**src/rtl/vlan_ipv4_udp_frame_generator_assert.svh**
```systemverilog
// assertion macros for the frame generator
// expects signals named clock and reset in the including scope
`ifndef VLAN_IPV4_UDP_FRAME_GENERATOR_ASSERT_SVH
`define VLAN_IPV4_UDP_FRAME_GENERATOR_ASSERT_SVH
`ifndef SYNTHESIS
`define VUG_CHECK_NOW(lbl, ante, cons) \
   lbl: assert property (@(posedge clock) disable iff (reset) (ante) |-> (cons)) \
      else $error("vug check failed");
`define VUG_CHECK_NEXT(lbl, ante, cons) \
   lbl: assert property (@(posedge clock) disable iff (reset) (ante) |=> (cons)) \
      else $error("vug check failed");
`else
`define VUG_CHECK_NOW(lbl, ante, cons)
`define VUG_CHECK_NEXT(lbl, ante, cons)
`endif
`endif

```
**src/rtl/vug_pkg.sv**
```systemverilog
// shared types and constants for the vlan/ipv4/udp frame generator
// no dependencies
`timescale 1ns / 1ps
package vug_pkg;

   // register map
   typedef enum logic [2:0] {
      REG_VIRTUAL_LINK_ID   = 3'd0,
      REG_VLAN_TAGGED       = 3'd1,
      REG_VLAN_NUMBER       = 3'd2,
      REG_VLAN_PRIORITY     = 3'd3,
      REG_TAIL_STAMP_MODE   = 3'd4,
      REG_HEAD_STAMP_ENABLE = 3'd5,
      REG_MESSAGE_LENGTH    = 3'd6
   } csr_index_type;

   // tail stamp codes, the fourth code acts as none
   localparam logic [1:0] TAIL_NONE = 2'd0;
   localparam logic [1:0] TAIL_BYTE = 2'd1;
   localparam logic [1:0] TAIL_WORD = 2'd2;

   // register reset values
   localparam logic [15:0] RST_VIRTUAL_LINK_ID   = 16'd15;
   localparam logic        RST_VLAN_TAGGED       = 1'b1;
   localparam logic [11:0] RST_VLAN_NUMBER       = 12'd97;
   localparam logic [2:0]  RST_VLAN_PRIORITY     = 3'd0;
   localparam logic [1:0]  RST_TAIL_STAMP_MODE   = TAIL_BYTE;
   localparam logic        RST_HEAD_STAMP_ENABLE = 1'b0;
   localparam logic [15:0] RST_MESSAGE_LENGTH    = 16'd11;

   // frame geometry in bytes
   localparam int BEAT_BYTES      = 8;
   localparam int ETH_HDR_BYTES   = 14;
   localparam int VLAN_TAG_BYTES  = 4;
   localparam int IP_HDR_BYTES    = 20;
   localparam int UDP_HDR_BYTES   = 8;
   localparam int REQ_HDR_BYTES   = 11;
   localparam int STAMP_BYTES     = 8;
   localparam int MIN_FRAME_BYTES = 60;

   // fixed header bytes
   localparam logic [7:0] DST_MAC_FIRST = 8'h03;
   localparam logic [7:0] SRC_MAC_FIRST = 8'h02;
   localparam logic [7:0] SRC_MAC_LAST  = 8'h20;
   localparam logic [7:0] TPID_HI       = 8'h81;
   localparam logic [7:0] ETYPE_IPV4_HI = 8'h08;
   localparam logic [7:0] IP_VER_IHL    = 8'h45;
   localparam logic [7:0] IP_TTL        = 8'h01;
   localparam logic [7:0] IP_PROTO_UDP  = 8'h11;
   localparam logic [7:0] IP_SRC_NET    = 8'h0A;
   localparam logic [7:0] IP_MCAST      = 8'hE0;
   localparam logic [7:0] UDP_PORT      = 8'd100;
   localparam logic [7:0] REQ_ID        = 8'h32;

   // everything the back end needs to stream one frame
   typedef struct packed {
      logic [15:0] vlid;
      logic        vlan_on;
      logic [15:0] tci;
      logic [1:0]  tail;
      logic        head;
      logic [15:0] msg_len;
      logic [4:0]  payload_len;
      logic [15:0] ip_csum;
      logic [6:0]  frame_len;
      logic [3:0]  word_count;
      logic [63:0] ts;
      logic [63:0] seq;
   } desc_type;

   typedef struct packed {
      logic full;
      logic empty;
   } q_stat_type;

endpackage

```
**src/rtl/vug_front.sv**
```systemverilog
// front end: config registers, sequence counter, frame descriptor build
// depends on vug_pkg
`timescale 1ns / 1ps
module vug_front (
   input  logic                clock,
   input  logic                reset,
   input  logic                req_valid,
   output logic                req_stall,
   input  logic [63:0]         req_timestamp_ns,
   input  logic                csr_valid,
   output logic                csr_ready,
   input  logic [2:0]          csr_index,
   input  logic [15:0]         csr_data,
   input  vug_pkg::q_stat_type q_stat,
   output logic                push,
   output vug_pkg::desc_type   push_desc
);

   logic [15:0] vlid_ff, vlid_in;
   logic        vlan_on_ff, vlan_on_in;
   logic [11:0] vlan_num_ff, vlan_num_in;
   logic [2:0]  vlan_prio_ff, vlan_prio_in;
   logic [1:0]  tail_ff, tail_in;
   logic        head_ff, head_in;
   logic [15:0] msg_len_ff, msg_len_in;
   logic [63:0] seq_ff, seq_in;

   logic [4:0]  payload_len;
   logic [6:0]  body_len;
   logic [6:0]  frame_len;
   logic [6:0]  len_round;
   logic [15:0] ip_len;
   logic [17:0] csum_sum;
   logic [16:0] csum_fold;
   logic [15:0] csum_final;

   assign csr_ready = 1'b1;
   assign req_stall = q_stat.full;
   assign push      = req_valid && !q_stat.full;

   always_comb begin
      vlid_in      = vlid_ff;
      vlan_on_in   = vlan_on_ff;
      vlan_num_in  = vlan_num_ff;
      vlan_prio_in = vlan_prio_ff;
      tail_in      = tail_ff;
      head_in      = head_ff;
      msg_len_in   = msg_len_ff;
      if (csr_valid) begin
         unique case (vug_pkg::csr_index_type'(csr_index))
            vug_pkg::REG_VIRTUAL_LINK_ID:   vlid_in      = csr_data;
            vug_pkg::REG_VLAN_TAGGED:       vlan_on_in   = csr_data[0];
            vug_pkg::REG_VLAN_NUMBER:       vlan_num_in  = csr_data[11:0];
            vug_pkg::REG_VLAN_PRIORITY:     vlan_prio_in = csr_data[2:0];
            vug_pkg::REG_TAIL_STAMP_MODE:   tail_in      = csr_data[1:0];
            vug_pkg::REG_HEAD_STAMP_ENABLE: head_in      = csr_data[0];
            vug_pkg::REG_MESSAGE_LENGTH:    msg_len_in   = csr_data;
            default: ;
         endcase
      end
      seq_in = push ? seq_ff + 64'd1 : seq_ff;
   end

   always_ff @(posedge clock) begin
      if (reset) begin
         vlid_ff      <= vug_pkg::RST_VIRTUAL_LINK_ID;
         vlan_on_ff   <= vug_pkg::RST_VLAN_TAGGED;
         vlan_num_ff  <= vug_pkg::RST_VLAN_NUMBER;
         vlan_prio_ff <= vug_pkg::RST_VLAN_PRIORITY;
         tail_ff      <= vug_pkg::RST_TAIL_STAMP_MODE;
         head_ff      <= vug_pkg::RST_HEAD_STAMP_ENABLE;
         msg_len_ff   <= vug_pkg::RST_MESSAGE_LENGTH;
         seq_ff       <= '0;
      end else begin
         vlid_ff      <= vlid_in;
         vlan_on_ff   <= vlan_on_in;
         vlan_num_ff  <= vlan_num_in;
         vlan_prio_ff <= vlan_prio_in;
         tail_ff      <= tail_in;
         head_ff      <= head_in;
         msg_len_ff   <= msg_len_in;
         seq_ff       <= seq_in;
      end
   end

   // payload and frame length
   always_comb begin
      payload_len = 5'(vug_pkg::REQ_HDR_BYTES)
                  + (head_ff ? 5'(vug_pkg::STAMP_BYTES) : 5'd0);
      if (tail_ff == vug_pkg::TAIL_BYTE) begin
         payload_len = payload_len + 5'd1;
      end else if (tail_ff == vug_pkg::TAIL_WORD) begin
         payload_len = payload_len + 5'(vug_pkg::STAMP_BYTES);
      end
      body_len = 7'(vug_pkg::ETH_HDR_BYTES + vug_pkg::IP_HDR_BYTES + vug_pkg::UDP_HDR_BYTES)
               + (vlan_on_ff ? 7'(vug_pkg::VLAN_TAG_BYTES) : 7'd0)
               + 7'(payload_len);
      frame_len = (body_len < 7'(vug_pkg::MIN_FRAME_BYTES))
                ? 7'(vug_pkg::MIN_FRAME_BYTES) : body_len;
      len_round = frame_len + 7'(vug_pkg::BEAT_BYTES - 1);
      ip_len    = 16'(vug_pkg::IP_HDR_BYTES + vug_pkg::UDP_HDR_BYTES) + 16'(payload_len);
   end

   // ipv4 header checksum, only length and link id vary
   always_comb begin
      csum_sum = 18'({vug_pkg::IP_VER_IHL, 8'h00})
               + 18'(ip_len)
               + 18'({vug_pkg::IP_TTL, vug_pkg::IP_PROTO_UDP})
               + 18'({vug_pkg::IP_SRC_NET, 8'h00})
               + 18'({vug_pkg::IP_MCAST, vug_pkg::IP_MCAST})
               + 18'(vlid_ff);
      csum_fold  = 17'(csum_sum[15:0]) + 17'(csum_sum[17:16]);
      csum_final = ~(csum_fold[15:0] + 16'(csum_fold[16]));
   end

   always_comb begin
      push_desc.vlid        = vlid_ff;
      push_desc.vlan_on     = vlan_on_ff;
      push_desc.tci         = {vlan_prio_ff, 1'b0, vlan_num_ff};
      push_desc.tail        = tail_ff;
      push_desc.head        = head_ff;
      push_desc.msg_len     = msg_len_ff;
      push_desc.payload_len = payload_len;
      push_desc.ip_csum     = csum_final;
      push_desc.frame_len   = frame_len;
      push_desc.word_count  = len_round[6:3];
      push_desc.ts          = req_timestamp_ns;
      push_desc.seq         = seq_ff;
   end

endmodule

```
**src/rtl/vug_queue.sv**
```systemverilog
// descriptor queue between front and back end
// depends on vug_pkg
`timescale 1ns / 1ps
module vug_queue #(
   parameter int DEPTH = 2
) (
   input  logic                clock,
   input  logic                reset,
   input  logic                push,
   input  vug_pkg::desc_type   push_desc,
   input  logic                pop,
   output vug_pkg::desc_type   head_desc,
   output vug_pkg::q_stat_type stat
);

   localparam int PTR_W = (DEPTH > 1) ? $clog2(DEPTH) : 1;
   localparam int CNT_W = $clog2(DEPTH + 1);

   vug_pkg::desc_type  slot_ff [DEPTH];
   logic [PTR_W-1:0]   wr_ptr_ff, wr_ptr_in;
   logic [PTR_W-1:0]   rd_ptr_ff, rd_ptr_in;
   logic [CNT_W-1:0]   count_ff, count_in;
   logic               do_push;
   logic               do_pop;

   assign stat.full  = (count_ff == CNT_W'(DEPTH));
   assign stat.empty = (count_ff == '0);
   assign do_push    = push && !stat.full;
   assign do_pop     = pop && !stat.empty;
   assign head_desc  = slot_ff[rd_ptr_ff];

   always_comb begin
      wr_ptr_in = wr_ptr_ff;
      rd_ptr_in = rd_ptr_ff;
      if (do_push) begin
         wr_ptr_in = (wr_ptr_ff == PTR_W'(DEPTH - 1)) ? '0 : wr_ptr_ff + 1'b1;
      end
      if (do_pop) begin
         rd_ptr_in = (rd_ptr_ff == PTR_W'(DEPTH - 1)) ? '0 : rd_ptr_ff + 1'b1;
      end
      case ({do_push, do_pop})
         2'b10:   count_in = count_ff + 1'b1;
         2'b01:   count_in = count_ff - 1'b1;
         default: count_in = count_ff;
      endcase
   end

   always_ff @(posedge clock) begin
      if (reset) begin
         wr_ptr_ff <= '0;
         rd_ptr_ff <= '0;
         count_ff  <= '0;
      end else begin
         wr_ptr_ff <= wr_ptr_in;
         rd_ptr_ff <= rd_ptr_in;
         count_ff  <= count_in;
      end
   end

   always_ff @(posedge clock) begin
      if (do_push) begin
         slot_ff[wr_ptr_ff] <= push_desc;
      end
   end

endmodule

```
**src/rtl/vug_back.sv**
```systemverilog
// back end: streams one frame per descriptor, one beat per cycle unless the output stalls
// depends on vug_pkg
`timescale 1ns / 1ps
module vug_back (
   input  logic                clock,
   input  logic                reset,
   input  vug_pkg::desc_type   head_desc,
   input  vug_pkg::q_stat_type q_stat,
   output logic                pop,
   output logic [3:0]          word_idx,
   output logic                rsp_valid,
   input  logic                rsp_stall,
   output logic [63:0]         rsp_frame_word,
   output logic [3:0]          rsp_valid_bytes,
   output logic                rsp_last_word
);

   localparam logic [6:0] MAC_END  = 7'd12;
   localparam logic [6:0] TAG_END  = MAC_END + 7'(vug_pkg::VLAN_TAG_BYTES);
   localparam logic [6:0] ETH_END  = 7'(vug_pkg::ETH_HDR_BYTES);
   localparam logic [6:0] IP_END   = ETH_END + 7'(vug_pkg::IP_HDR_BYTES);
   localparam logic [6:0] UDP_END  = IP_END + 7'(vug_pkg::UDP_HDR_BYTES);
   localparam logic [6:0] STAMP_N  = 7'(vug_pkg::STAMP_BYTES);
   localparam logic [6:0] TS_FIRST = 7'd3;
   localparam logic [6:0] TAIL_AT  = 7'(vug_pkg::REQ_HDR_BYTES);

   function automatic logic [7:0] frame_byte(input logic [6:0] pos,
                                             input vug_pkg::desc_type d);
      logic [6:0]  q;
      logic [6:0]  r;
      logic [6:0]  s;
      logic [6:0]  t;
      logic [15:0] ip_len;
      logic [15:0] udp_len;
      logic [7:0]  b;
      ip_len  = 16'(vug_pkg::IP_HDR_BYTES + vug_pkg::UDP_HDR_BYTES) + 16'(d.payload_len);
      udp_len = 16'(vug_pkg::UDP_HDR_BYTES) + 16'(d.payload_len);
      b = '0;
      q = pos;
      r = '0;
      s = '0;
      t = '0;
      if (pos < MAC_END) begin
         case (pos[3:0])
            4'd0:    b = vug_pkg::DST_MAC_FIRST;
            4'd4:    b = d.vlid[15:8];
            4'd5:    b = d.vlid[7:0];
            4'd6:    b = vug_pkg::SRC_MAC_FIRST;
            4'd11:   b = vug_pkg::SRC_MAC_LAST;
            default: b = '0;
         endcase
      end else if (d.vlan_on && pos < TAG_END) begin
         case (pos[1:0])
            2'd0:    b = vug_pkg::TPID_HI;
            2'd1:    b = '0;
            2'd2:    b = d.tci[15:8];
            default: b = d.tci[7:0];
         endcase
      end else begin
         // past the tag everything lines up with the untagged layout
         q = d.vlan_on ? pos - 7'(vug_pkg::VLAN_TAG_BYTES) : pos;
         if (q < ETH_END) begin
            b = (q == MAC_END) ? vug_pkg::ETYPE_IPV4_HI : 8'h00;
         end else if (q < IP_END) begin
            r = q - ETH_END;
            case (r[4:0])
               5'd0:    b = vug_pkg::IP_VER_IHL;
               5'd2:    b = ip_len[15:8];
               5'd3:    b = ip_len[7:0];
               5'd8:    b = vug_pkg::IP_TTL;
               5'd9:    b = vug_pkg::IP_PROTO_UDP;
               5'd10:   b = d.ip_csum[15:8];
               5'd11:   b = d.ip_csum[7:0];
               5'd12:   b = vug_pkg::IP_SRC_NET;
               5'd16:   b = vug_pkg::IP_MCAST;
               5'd17:   b = vug_pkg::IP_MCAST;
               5'd18:   b = d.vlid[15:8];
               5'd19:   b = d.vlid[7:0];
               default: b = '0;
            endcase
         end else if (q < UDP_END) begin
            r = q - IP_END;
            case (r[2:0])
               3'd1:    b = vug_pkg::UDP_PORT;
               3'd3:    b = vug_pkg::UDP_PORT;
               3'd4:    b = udp_len[15:8];
               3'd5:    b = udp_len[7:0];
               default: b = '0;
            endcase
         end else begin
            r = q - UDP_END;
            if (d.head && r < STAMP_N) begin
               b = 8'(d.seq >> {r[2:0], 3'b000});
            end else begin
               s = d.head ? r - STAMP_N : r;
               if (s == 7'd0) begin
                  b = vug_pkg::REQ_ID;
               end else if (s < TS_FIRST) begin
                  b = (s == 7'd1) ? d.msg_len[15:8] : d.msg_len[7:0];
               end else if (s < TAIL_AT) begin
                  t = s - TS_FIRST;
                  b = 8'(d.ts >> (6'd56 - {t[2:0], 3'b000}));
               end else if (d.tail == vug_pkg::TAIL_BYTE && s == TAIL_AT) begin
                  b = d.seq[7:0];
               end else if (d.tail == vug_pkg::TAIL_WORD && s < TAIL_AT + STAMP_N) begin
                  t = s - TAIL_AT;
                  b = 8'(d.seq >> {t[2:0], 3'b000});
               end
            end
         end
      end
      return b;
   endfunction

   logic [3:0]  word_ff, word_in;
   logic        valid_ff, valid_in;
   logic [63:0] data_ff, data_in;
   logic [3:0]  bytes_ff, bytes_in;
   logic        last_ff, last_in;
   logic        emit;
   logic        is_last;
   logic [6:0]  base;
   logic [6:0]  remain;

   assign emit     = !q_stat.empty && (!valid_ff || !rsp_stall);
   assign is_last  = (word_ff == head_desc.word_count - 4'd1);
   assign pop      = emit && is_last;
   assign word_idx = word_ff;
   assign base     = {word_ff, 3'b000};
   assign remain   = head_desc.frame_len - base;

   always_comb begin
      for (int i = 0; i < vug_pkg::BEAT_BYTES; i++) begin
         data_in[63 - 8 * i -: 8] = frame_byte(base + 7'(i), head_desc);
      end
      bytes_in = (remain > 7'(vug_pkg::BEAT_BYTES)) ? 4'(vug_pkg::BEAT_BYTES) : remain[3:0];
      last_in  = is_last;
      word_in  = word_ff;
      if (emit) begin
         word_in = is_last ? 4'd0 : word_ff + 4'd1;
      end
      valid_in = valid_ff;
      if (!valid_ff || !rsp_stall) begin
         valid_in = emit;
      end
   end

   always_ff @(posedge clock) begin
      if (reset) begin
         word_ff  <= '0;
         valid_ff <= 1'b0;
      end else begin
         word_ff  <= word_in;
         valid_ff <= valid_in;
      end
   end

   always_ff @(posedge clock) begin
      if (emit) begin
         data_ff  <= data_in;
         bytes_ff <= bytes_in;
         last_ff  <= last_in;
      end
   end

   assign rsp_valid       = valid_ff;
   assign rsp_frame_word  = data_ff;
   assign rsp_valid_bytes = bytes_ff;
   assign rsp_last_word   = last_ff;

endmodule

```
**src/rtl/vlan_ipv4_udp_frame_generator.sv**
```systemverilog
// frame generator top: optionally vlan-tagged ipv4/udp request frames in 64-bit beats
// a taken request is written into the descriptor queue, then its first beat into the output register
// each frame is 8 to 10 beats, one beat per cycle from the back end unless the output stalls;
// a queue of QUEUE_DEPTH descriptors lets the front take requests meanwhile
// reset: registers to defaults, sequence counter to zero, queue and output empty
// depends on vug_pkg, vug_front, vug_queue, vug_back and the assertion header
`timescale 1ns / 1ps
`include "vlan_ipv4_udp_frame_generator_assert.svh"
module vlan_ipv4_udp_frame_generator #(
   parameter int QUEUE_DEPTH = 2
) (
   input  logic        clock,
   input  logic        reset,
   // request channel
   input  logic        req_valid,
   output logic        req_stall,
   input  logic [63:0] req_timestamp_ns,
   // result channel, one beat per frame word
   output logic        rsp_valid,
   input  logic        rsp_stall,
   output logic [63:0] rsp_frame_word,
   output logic [3:0]  rsp_valid_bytes,
   output logic        rsp_last_word,
   // register writes, always ready
   input  logic        csr_valid,
   output logic        csr_ready,
   input  logic [2:0]  csr_index,
   input  logic [15:0] csr_data
);

   // front to queue
   logic                push_w;
   vug_pkg::desc_type   push_desc_w;
   // queue to back
   vug_pkg::desc_type   head_desc_w;
   vug_pkg::q_stat_type q_stat_w;
   logic                pop_w;
   logic [3:0]          word_idx_w;

   // front: latches config, stamps the sequence number, precomputes
   // lengths and the ip checksum so the back end only selects bytes
   vug_front u_front (
      .clock            (clock),
      .reset            (reset),
      .req_valid        (req_valid),
      .req_stall        (req_stall),
      .req_timestamp_ns (req_timestamp_ns),
      .csr_valid        (csr_valid),
      .csr_ready        (csr_ready),
      .csr_index        (csr_index),
      .csr_data         (csr_data),
      .q_stat           (q_stat_w),
      .push             (push_w),
      .push_desc        (push_desc_w)
   );

   // short descriptor queue decouples request acceptance from streaming
   vug_queue #(
      .DEPTH (QUEUE_DEPTH)
   ) u_queue (
      .clock     (clock),
      .reset     (reset),
      .push      (push_w),
      .push_desc (push_desc_w),
      .pop       (pop_w),
      .head_desc (head_desc_w),
      .stat      (q_stat_w)
   );

   // back: walks the head descriptor word by word into the output register
   vug_back u_back (
      .clock           (clock),
      .reset           (reset),
      .head_desc       (head_desc_w),
      .q_stat          (q_stat_w),
      .pop             (pop_w),
      .word_idx        (word_idx_w),
      .rsp_valid       (rsp_valid),
      .rsp_stall       (rsp_stall),
      .rsp_frame_word  (rsp_frame_word),
      .rsp_valid_bytes (rsp_valid_bytes),
      .rsp_last_word   (rsp_last_word)
   );

   // front never pushes into a full queue
   `VUG_CHECK_NOW(a_no_overflow, push_w, !q_stat_w.full)
   // only the final beat of a frame may be partial
   `VUG_CHECK_NOW(a_full_beats, rsp_valid && !rsp_last_word, rsp_valid_bytes == 4'(vug_pkg::BEAT_BYTES))
   // word index stays inside the frame being streamed
   `VUG_CHECK_NOW(a_word_in_frame, !q_stat_w.empty, word_idx_w < head_desc_w.word_count)
   // after the last word of a frame the next frame starts at its first word
   `VUG_CHECK_NEXT(a_restart, pop_w, word_idx_w == 4'd0)

endmodule

```
**config.mk**
```make
export PLATFORM = sky130hd
export DESIGN_NAME = vlan_ipv4_udp_frame_generator
export DESIGN_NICKNAME = d
export VERILOG_FILES = /design/src/rtl/vug_pkg.sv /design/src/rtl/vug_front.sv /design/src/rtl/vug_queue.sv /design/src/rtl/vug_back.sv /design/src/rtl/vlan_ipv4_udp_frame_generator.sv
export VERILOG_INCLUDE_DIRS = /design/src /design/src/rtl
export SDC_FILE = /design/constraint.sdc
export NUM_CORES = 1
export LEC_CHECK = 0
export BUFFER_PORTS_ARGS = -buffer_cell sky130_fd_sc_hd__clkbuf_2
export CORE_ASPECT_RATIO = 0.6
export CORE_MARGIN = 2
export CORE_UTILIZATION = 60
export DETAILED_ROUTE_END_ITERATION = 8
export PLACE_DENSITY = 0.78
export REMOVE_ABC_BUFFERS = 1
export SLEW_MARGIN = 20
export SYNTH_ARGS = -nofsm -noshare
export SYNTH_HDL_FRONTEND = slang
export SYNTH_HIERARCHICAL = 1
export SYNTH_SLANG_ARGS = --single-unit
```
**constraint.sdc**
```tcl
create_clock -name clock -period 12.7 [get_ports clock]
set_input_delay 2.54 -clock clock [delete_from_list [all_inputs] [get_ports clock]]
set_output_delay 2.54 -clock clock [all_outputs]
set_load 0.02 [all_outputs]
```
Word-level counts from Yosys, hierarchy flattened
Memory sizes are Yosys's and may differ from the RTL's. A register that Yosys moved wholly into a read port is not among the register bits.
Index checks and enable logic that the tools add are counted.

storage, ports and cells
  flip-flop bits (word level) = 193
  RAM bits = 422
  bits of input ports = 88
  word-level logic and storage cells = 674
  memories = 1

memory list
  name             words  bits a word  read ports  clocked after memory_dff  wr ports  RTL line         RTL
  u_queue.slot_ff  2      211          1           1                         1         vug_queue.sv:19  vug_pkg::desc_type slot_ff [DEPTH];

operators by class
  add/sub/neg operators = 95
  order comparisons = 74
  equal/unequal tests = 200
  shifts and indexed selects = 24
  multiplexer cells = 164
  bitwise gates (word level) = 1
  reductions and logical operators = 99

operators by type and width
  operator               number
  $shr 64x6->8           24
  $mux 8                 96
  $pmux 8 s11            8
  $pmux 8 s3             15
  $pmux 8 s5             7
  $lt 7x4->1 const B     32
  $eq 5x4->1 const B     40
  $eq 5x5->1 const B     32
  $lt 7x6->1 const B     17
  $mux 7                 17
  $eq 7x4->1 const B     16
  $lt 7x5->1 const B     16
  $eq 4x3->1 const B     21
  $eq 5x2->1 const B     16
  $sub 3x2->3 const B    24
  $add 64x1->64 const B  1
  $eq 3x3->1 const B     19
  $eq 7x1->1 const B     8
  $logic_not 7->1        8
  $lt 7x2->1 const B     8
  $sub 7x3->7 const B    8
  $sub 7x4->7 const B    8
  $sub 7x6->7 const B    8
  $sub 6x6->6 const A    8
  other kinds (48)       200

Depth between registers and ports, before layout
  word-level depth = 19
  mapped depth = 28
  gate-level depth less buffers = 27

Cells and area by module
The synthesis kept the hierarchy.

modules (own cells, without submodules)
  module     instances  cells each  area an instance (sq um)  seq. area each (sq um)
  vug_queue  1          686         15581.2                   12832.3
  vug_back   1          1094        8887.3                    2172.1
  vug_front  1          876         6960.4                    2302.2

Least setup slack after synthesis
Ideal clock, no wire load.

  kind = input to register
  from = input port req_valid
  to = memory u_queue/slot_ff[1][0] (netlist name), enable pin
  library setup time = 0.600 ns
  arrival = 7.855 ns
  data required time = 12.100 ns
  path slack = 4.246 ns
  stages on the path = 3
  buffers on the path = 1
  cell sequence = nor2b_1 clkbuf_1 and3_1

on the way
  cells in the longest elaborated chain, start to end = 4

ends and longest elaborated chain
  item                          RTL line                             RTL
  start: declaration            vlan_ipv4_udp_frame_generator.sv:15  input logic req_valid,
  $logic_and 1x1->1             vug_front.sv:39                      assign push = req_valid && !q_stat.full;
  named net push_w              vlan_ipv4_udp_frame_generator.sv:32  logic push_w;
  $logic_and 1x1->1             vug_queue.sv:28                      assign do_push = push && !stat.full;
  $mux 1                        vug_queue.sv:61                      if (do_push) begin
  $mux 1 (implied by the code)  vug_queue.sv:62                      slot_ff[wr_ptr_ff] <= push_desc;
  end: declaration              vug_queue.sv:19

The timed path passes the listed nets, and every way through them passes these cells.

==> flow_summary_export.csv <==
group,metric,value,unit
run_status,status,"completed",
floorplan,pin_count,160,
timing,rsz0062_at_grt,"false",
place,place.port_buffers,158,
route,wl_per_cell,28.2,um
clocking,cts_htree_levels,2,
worst_setup_path,critical_path_class,"flip-flop to flip-flop",
logic_synthesis,seq_area_frac_synth,55.1,%
grt,grt_pass1_vias,21200,
floorplan,rows,64,
clocking,insertion_delay,0.61,ns
layout,multi_input_area,12700,um2
clocking,cts_buffers,54,
layout,nets,2851,
clocking,cts_tree,"built",
logic_synthesis,synth_most_common_cell,"edfxtp_1",
layout,layout-drive-gt1-share,20.5,%
logic_synthesis,syn-mean-instance-area,11.8,um2
timing,fin_crit_sh,62.8,%
timing,max_freq,125,MHz
layout,fin_area,34100,um2
grt,grt_pass1_wl,142000,um
floorplan,start_util,61.2,%
logic_synthesis,synth_edf_count,493,
logic_synthesis,yosys_register_bits,618,
grt,grt_use_total,35.3,%
logic_synthesis,syn_inst,2656,
power,cellPowerDensity,168,nW/um2
grt,antenna_found_initial,6,
layout,syn_to_final_growth,8.36,%
clocking,hold_buffers,0,
worst_setup_path,crit_fanout,14,
worst_setup_path,start_kind,"flip-flop",
logic_synthesis,synthDominantCellAreaShare,47.1,%
timing,setup_viol_count_final,0,
route,firstDrtPassIters,6,
run,cap_violations,0,
route,drc,0,
clocking,cts-root-buf,"clkbuf_16",
timing,post-route-min-period,7.97,ns
layout,fillers,3750,
floorplan,die_h,181,um
min_path,hp-class,"flip-flop to flip-flop",
floorplan,fp.coreArea,51300,um2
logic_synthesis,synth_common_cells,"edfxtp_1 (493), mux2_2 (234), nand2_1 (217), nor2_1 (195), a21oi_1 (143)",
timing,hold_viol,0,
route,drt_iter0_drc,3733,
clocking,post_cts_buffers,0,
logic_synthesis,synthTopCellsByArea,"edfxtp_1 (47%), mux2_2 (8.4%), dfxtp_1 (8.0%), mux2i_1 (3.5%), nand2_1 (2.6%)",
timing,fin_skew,0.0229,ns
power,ir_worst_vdd,0.000148,V
route,totalWireLength,97400,um
grt,overflow,0,
logic_synthesis,async_flop_share,0,%
logic_synthesis,ys_types,106,
clocking,ctsResizeCount,0,
logic_synthesis,yosys_warnings,6,
logic_synthesis,synth_top_area_cell,"edfxtp_1",
worst_setup_path,arrival,8.31,ns
route,vias,23100,
route,ant_nets,0,
clocking,clock_sinks,618,
power,power_leakage,12.4,nW
power,power,5.72,mW
logic_synthesis,syn_area,31400,um2
worst_setup_path,crit_required,13.04,ns
clocking,cts_max_path_buffers,3,
timing,maxSlewHeadroom,23.0,%
floorplan,die_area,54300,um2
floorplan,fp.dieW,299,um
grt,grt_max_degree,78,
worst_setup_path,cp-end-kind,"flip-flop",
place,routabilityCongestion,0.965,
place,dp_hpwl,72000,um
logic_synthesis,ys.flop_type,"edfxtp_1",
layout,seqCellArea,17300,um2
place,dpl_cell_area,32200,um2
timing,setup_tns,0,ns
clocking,clk_pin_slew,0.07,ns
timing,slew_viol_final,0,
route,vias_per_cell,6.69,
timing,tightest_slew,1.12,ns
==> cells by family after synthesis <==
kind of cell,count (synthesis),synth area share [%]
AND/OR/NAND/NOR,746,11.5
AO/OA/AOI/OAI,512,11.1
XOR/XNOR,125,3.55
multiplexers,344,11.9
other,2,0.0239
flip-flops,618,55.1
buffers and inverters,254,4.58
adder cells (fa/ha/maj),55,2.26
==> area by class of cell <==
type / instances / share of cell area, %
diodes: 6 / 0.0441
clock buffers: 71 / 4.46
clock inverters: 30 / 0.981
inverters: 57 / 0.658
multi-input cells: 1785 / 37.4
flip-flops and latches: 618 / 50.8
well taps: 693 / 2.55
repair buffers: 192 / 3.08
==> layout by cell type, fill, tap and decap left out, types with 9 or more instances in the layout <==
| cell | n |
|---|---|
| o22ai_1 | 29 |
| mux2_2 | 233 |
| a211oi_1 | 13 |
| nor2b_1 | 25 |
| edfxtp_1 | 493 |
| clkbuf_2 | 157 |
| and2_1 | 22 |
| a22o_1 | 11 |
| clkbuf_1 | 9 |
| clkinv_2 | 12 |
| a31oi_1 | 11 |
| clkbuf_16 | 56 |
| o211ai_1 | 14 |
| nand4_1 | 27 |
| o221ai_1 | 15 |
| or2_2 | 10 |
| a22oi_1 | 29 |
| dfxtp_1 | 124 |
| nand2b_1 | 25 |
| a221oi_1 | 20 |
| o21a_1 | 10 |
| nand2_1 | 217 |
| inv_1 | 51 |
| o21ai_1 | 16 |
| a21o_1 | 11 |
| a21oi_1 | 142 |
| nand3b_1 | 17 |
| xor2_1 | 54 |
| or3_1 | 21 |
| xnor2_1 | 68 |
| buf_4 | 35 |
| ha_1 | 52 |
| o21ai_0 | 79 |
| nand3_1 | 68 |
| and3_1 | 28 |
| mux2i_1 | 110 |
| nor2_1 | 194 |
| nor3_1 | 42 |
==> power by group <==
part	internal [mW]	total (mW)	switching (mW)
Clock	0.954	1.72	0.761
Sequential	2.43	2.50	0.0723
Combinational	0.447	1.50	1.05
==> worst max-delay path, stage by stage (launching register included) <==
cell       delay (ns)
dfxtp_1          0.38
nor2b_1          0.38
inv_2            0.21
o21ai_0          0.35
inv_1            0.15
ha_1             0.21
ha_1             0.42
a21o_2           0.30
a41oi_1          0.44
a21oi_1          0.13
a21oi_1          0.26
nor2b_1          0.08
o21ai_0          0.18
ha_1             0.21
fa_1             0.21
or2b_2           0.34
a2111o_1         0.39
a2111oi_4        0.58
nand2_1          0.23
nor3_1           0.52
ha_1             0.26
ha_1             0.18
nand3_1          0.19
a2111oi_2        0.65
o21ai_0          0.15
a211o_1          0.33
==> registers in the layout (all words and copies together), names as in the netlist, named ones only <==
register and cells:
u_front/tail_ff 2, u_front/vlid_ff 16, u_front/vlan_on_ff 1, u_back/rsp_valid 1
u_back/rsp_last_word 1, u_queue/wr_ptr_ff 1, u_front/vlan_prio_ff 3, u_front/head_ff 1
u_queue/rd_ptr_ff 1, u_back/word_idx 4, u_front/seq_ff 64, u_queue/slot_ff 424
u_front/msg_len_ff 16, u_front/vlan_num_ff 12, u_back/rsp_valid_bytes 4, u_back/rsp_frame_word 64
u_queue/count_ff 2
==> final timing paths <==
check / slack [ns] / to / cells past startpoint / from
worst min register to register: 0.45 / u_queue/slot_ff[0][188] / 0 / u_front/vlan_num_ff[9]
worst min-delay path: 0.45 / u_queue/slot_ff[0][188] / 0 / u_front/vlan_num_ff[9]
worst max register to register: 4.73 / u_queue/slot_ff[0][149] / 25 / u_front/tail_ff[0]
worst max-delay path: 4.73 / u_queue/slot_ff[0][149] / 25 / u_front/tail_ff[0]
==> metrics by stage <==
step	utilization (%)	worst slack (ns)	hold slack [ns]	cells
after floorplan	-	-0.362	0.425	2460
after global placement	62.7	5.32	0.428	3345
after detailed placement	62.7	5.07	0.437	3345
after CTS	66.3	5.02	0.452	3446
after global routing	66.3	4.33	0.462	3446
final	66.3	4.73	0.452	3452
==> layer usage <==
layer	global-route usage (%)	wire length, um
met5	0	19
met2	46.9	38600
met3	6.65	11800
met1	59.3	45200
met4	6.64	1810
Power figures use the tool's default switching activity.
